==> src/rtl/core/slfmp_pkg.sv <==
`timescale 1ns / 1ps
// ----------------------------------------------------------------------------
// Serial line framer message pool package
// Shared sizes, byte codes, request codes and the item and control types.
// ----------------------------------------------------------------------------
package slfmp_pkg;

   localparam int MSG_BYTES   = 64;
   localparam int POOL_SLOTS  = 8;

   localparam int SLOT_W      = (POOL_SLOTS > 1) ? $clog2(POOL_SLOTS) : 1;
   localparam int LEN_W       = $clog2(MSG_BYTES);
   localparam int STORE_DEPTH = POOL_SLOTS * MSG_BYTES;
   localparam int ADDR_W      = $clog2(STORE_DEPTH);
   localparam int LINE_LIMIT  = MSG_BYTES - 2;

   // Field widths of the request and response items.
   localparam int REQ_TYPE_W  = 2;
   localparam int BYTE_W      = 8;
   localparam int OFFSET_W    = 6;
   localparam int DONE_SLOT_W = 3;
   localparam int DONE_LEN_W  = 6;

   // Request codes.
   localparam logic [REQ_TYPE_W-1:0] REQ_RECV    = 2'd0;
   localparam logic [REQ_TYPE_W-1:0] REQ_RELEASE = 2'd1;
   localparam logic [REQ_TYPE_W-1:0] REQ_READ    = 2'd2;

   // Byte codes.
   localparam logic [BYTE_W-1:0] BYTE_LF    = 8'h0A;
   localparam logic [BYTE_W-1:0] BYTE_CR    = 8'h0D;
   localparam logic [BYTE_W-1:0] BYTE_SPACE = 8'h20;

   typedef struct packed {
      logic [REQ_TYPE_W-1:0] req_type;
      logic [BYTE_W-1:0]     rx_byte;
      logic                  rx_overrun;
      logic [OFFSET_W-1:0]   read_offset;
   } req_item_type;

   typedef struct packed {
      logic                   byte_stored;
      logic                   line_done;
      logic [DONE_SLOT_W-1:0] done_slot;
      logic [DONE_LEN_W-1:0]  done_length;
      logic                   line_discarded;
      logic                   sync_error;
      logic                   lines_pending;
      logic [BYTE_W-1:0]      read_byte;
      logic                   release_ignored;
   } rsp_item_type;

   // Commands from the controller to the datapath.
   typedef struct packed {
      logic capture;    // latch the incoming request
      logic commit;     // execute a receive, release or idle request and load the response
      logic rd_issue;   // start the line store read for a read request
      logic rd_load;    // load the response of a read request
   } ctrl_cmd_type;

   // Status from the datapath to the controller.
   typedef struct packed {
      logic is_read;
      logic out_free;
   } ctrl_status_type;

   function automatic logic [SLOT_W-1:0] slot_next(input logic [SLOT_W-1:0] slot);
      logic [SLOT_W-1:0] result;
      if (slot == SLOT_W'(POOL_SLOTS - 1)) begin
         result = '0;
      end else begin
         result = slot + 1'b1;
      end
      return result;
   endfunction

endpackage

==> src/rtl/core/slfmp_ctrl.sv <==
`timescale 1ns / 1ps
// ----------------------------------------------------------------------------
// Framer controller
// Sequences one request at a time through execute and, for reads, the
// line store read.
// ----------------------------------------------------------------------------
module slfmp_ctrl import slfmp_pkg::*; (
   input  logic            clock,
   input  logic            reset,
   input  logic            req_valid,
   output logic            req_ready,
   input  ctrl_status_type status,
   output ctrl_cmd_type    cmd
);

   typedef enum logic [1:0] {
      ST_IDLE,
      ST_EXEC,
      ST_RDWAIT
   } state_type;

   state_type state_ff;
   logic      ready_ff;

   always_comb begin
      cmd          = '0;
      cmd.capture  = req_valid && ready_ff;
      cmd.commit   = (state_ff == ST_EXEC) && !status.is_read && status.out_free;
      cmd.rd_issue = (state_ff == ST_EXEC) && status.is_read;
      cmd.rd_load  = (state_ff == ST_RDWAIT) && status.out_free;
   end

   always_ff @(posedge clock) begin
      if (reset) begin
         state_ff <= ST_IDLE;
         ready_ff <= 1'b1;
      end else begin
         unique case (state_ff)
            ST_IDLE: begin
               if (req_valid && ready_ff) begin
                  state_ff <= ST_EXEC;
                  ready_ff <= 1'b0;
               end
            end
            ST_EXEC: begin
               if (status.is_read) begin
                  state_ff <= ST_RDWAIT;
               end else if (status.out_free) begin
                  state_ff <= ST_IDLE;
                  ready_ff <= 1'b1;
               end
            end
            ST_RDWAIT: begin
               if (status.out_free) begin
                  state_ff <= ST_IDLE;
                  ready_ff <= 1'b1;
               end
            end
            default: begin
               state_ff <= ST_IDLE;
               ready_ff <= 1'b1;
            end
         endcase
      end
   end

   assign req_ready = ready_ff;

endmodule

==> config.mk <==
export PLATFORM = sky130hd
export DESIGN_NAME = slfmp_ctrl
export DESIGN_NICKNAME = d
export VERILOG_FILES = /design/src/rtl/core/slfmp_pkg.sv /design/src/rtl/core/slfmp_ctrl.sv
export SDC_FILE = /design/constraint.sdc
export NUM_CORES = 1
export LEC_CHECK = 0
export BUFFER_PORTS_ARGS = -buffer_cell sky130_fd_sc_hd__buf_2
export CORE_AREA = 2 2 39 41
export CTS_CLUSTER_DIAMETER = 60
export DETAILED_ROUTE_END_ITERATION = 6
export DIE_AREA = 0 0 41 43
export HOLD_SLACK_MARGIN = 0.06
export PLACE_DENSITY_LB_ADDON = 0.2
export SLEW_MARGIN = 20
export SYNTH_ARGS = -nofsm -noshare
export SYNTH_HDL_FRONTEND = slang
export SYNTH_SLANG_ARGS = --single-unit
==> constraint.sdc <==
create_clock -name clock -period 1.7 [get_ports clock]
set_input_delay 0.085 -clock clock [delete_from_list [all_inputs] [get_ports clock]]
set_output_delay 0.085 -clock clock [all_outputs]
set_load 0.02 [all_outputs]
==> reports/results.ini <==
[status]
run_status=complete, no violations

[yosys]
synth.most_common_cell=inv_1
synth_fp_nets=40
yosysTopAreaCell=dfxtp_1
yosys.area_share.simple_pct=27.86
synth_xor_area_share_pct=0
synth_top_area_share_pct=23.88
ys_seq_area_share_pct=23.88
synth_area_um2=251.5
synthFlopType=dfxtp_1
synth_warnings=0
async_flop_share_pct=0
synth-seq-cells=3
syn-mean-instance-area_um2=8.113
synth_edf_count=0
synth_common_cells=inv_1 (5), ha_1 (4), dfxtp_1 (3)
synthAdderAreaFrac_pct=19.90
synth_cells=31
synth_cell_types=17
synth_compound_area_share_pct=20.90
synthTopCellsByArea=dfxtp_1 (24%), ha_1 (20%), inv_1 (7.5%)
yosys-mux-area-fraction_pct=0
synth_top_family_by_area=simple AND/OR/NAND/NOR gates

[place]
place_congestion=0.6749
port-buffer-count=9
dpl_cell_area_um2=316.6

[layout]
finish.instance_area_um2=352.8
diodes=0
layout-drive-gt1-share_pct=31.11
layout-area-overhead-vs-synth_pct=40.30
nets=55
fill_cells=166

[timing]
min_period_ns=1.483
fin_skew_ns=0.006412
max_freq_ghz=0.6741
rsz0062_at_grt=false
max-slew-margin-rel_pct=86.62
finalSetupViolations=0
hold_viol_final=0
tightest_slew_ns=0.2007
tns_ns=0
period_share_pct=87.26
slew_viol_final=0

[drt]
drt_wl_total_um=582
wl_per_cell_um=9.541
postRouteAntennaNets=0
dr_total_vias=261
drc=0
vias_per_cell=4.279
firstDrtPassIters=3
drt_iter0_drc=2

[floorplanning]
rows=14
core_area_um2=1384
die-area_um2=1763
start_util_pct=18.17
ios=10
fp.dieH_um=43
die_x_um=41

[pwr]
power_density_nw_per_um2=811.7
p_leak_nw=0.1720
p_clk_share_pct=45.7
swShare_pct=31.66
power.switching_mw=0.09069
power.internal_mw=0.1957
pwr-share-comb_pct=24.4
ir_worst_vdd_uv=230.7
seqPwrFrac_pct=29.9

[cts]
clkSinkCount=3
clk_pin_slew_ns=0.04
cts_buffers=3
cts_resized=0
clk_latency_ns=0.24
cts_tree=done
hold_buffers=1
cts_setup_buffers=0
max-clock-path-buffers=2
cts_root_buffer=clkbuf_4
h-tree-depth=1

[critical_path]
cpPeakStageDelay_ns=0.41
required_ns=1.62
worstSetupEndpointType=output port
crit_chain=inv_1 -> ha_1 -> nor2b_1 -> and2_1 -> buf_2
path_class=register to output port
start_kind=register
crit_path_top_delay_cell=dfxtp_1
worst-path-max-fanout=5
cp.arrival_ns=1.40

[global_routing]
grt_max_degree=7
grt_overflow_total=0
grtUsageTotal_pct=7.800
grt_pass1_vias=241
grt_pass1_wl_um=924
antenna_found_initial=0

[job]
maxCapViolations=0

[worst_hold_path]
hold_class=input pin to register

## metal layers
metal	wire length (µm)	vias up	global-route usage [%]
li1	-	136	-
met1	269	122	9.206
met2	297	3	11.56
met3	15	0	3.141
met4	0	0	4.000
met5	0	-	0
## registers in the layout (all words and copies together) (netlist names)
signal,cells
state_ff,2
req_ready,1
## cells in the final DEF (no fill, tap or decap), types with 2 or more instances in the layout
cell type,count
buf_2,9
inv_1,5
ha_1,4
clkbuf_4,3
dfxtp_1,3
and2_1,2
nand4b_1,2
a21oi_1,2
nor2_1,2
nand3_1,2
## cells by family (layout without fill, tap and decap cells)
logic type,after synthesis,count (layout)
AO/OA/AOI/OAI,7,7
AND/OR/NAND/NOR,12,12
adder cells (fa/ha/maj),4,4
buffers and inverters,5,19
flip-flops,3,3
## final timing paths
| kind | start | endpoint | slack, ns | cells past startpoint |
|---|---|---|---|---|
| max | state_ff[1] | cmd[2] | 0.22 | 5 |
| max reg2reg | state_ff[0] | req_ready | 0.24 | 4 |
| min | req_valid | state_ff[0] | 0.17 | 3 |
| min reg2reg | state_ff[1] | state_ff[1] | 0.54 | 2 |
## stage by stage
stage | hold slack [ns] | total power [mW] | util, % | worst slack, ns | cells
after floorplan | 0.1541 | 0.1316 | - | 0.3260 | 31
after global placement | 0.2864 | 0.1565 | 22.88 | 0.2215 | 56
after detailed placement | 0.2833 | 0.1548 | 22.88 | 0.2468 | 56
after CTS | 0.1635 | 0.2910 | 25.50 | 0.2021 | 61
after global routing | 0.1821 | 0.3049 | 25.50 | 0.1211 | 61
final | 0.1702 | 0.2864 | 25.50 | 0.2166 | 61
## layout make-up
type | instances | area [µm²] | area share, %
multi-input combinational | 23 | 172.7 | 48.94
sequential | 3 | 60.06 | 17.02
inverter | 5 | 18.77 | 5.319
timing repair buffer | 10 | 55.05 | 15.60
tap | 16 | 20.02 | 5.674
clock buffer | 4 | 26.28 | 7.447
## power by group through the flow
stage / Combinational (mW) / Clock [mW] / Sequential, mW
6_report: 0.0700 / 0.131 / 0.0856
5_1_grt: 0.0779 / 0.141 / 0.0864
4_1_cts: 0.0703 / 0.135 / 0.0855
3_3_place_gp: 0.0699 / 0 / 0.0866
2_1_floorplan: 0.0428 / 0 / 0.0888
3_5_place_dp: 0.0682 / 0 / 0.0866
## worst max-delay path, delay by kind of cell, from the launching register on
kind | cells | cell delay (ns)
flops | 1 | 0.41
fa+ha+maj | 1 | 0.22
simple gates | 2 | 0.30
buf+inv | 2 | 0.24
Note: power is estimated with default switching activity, not from simulation.
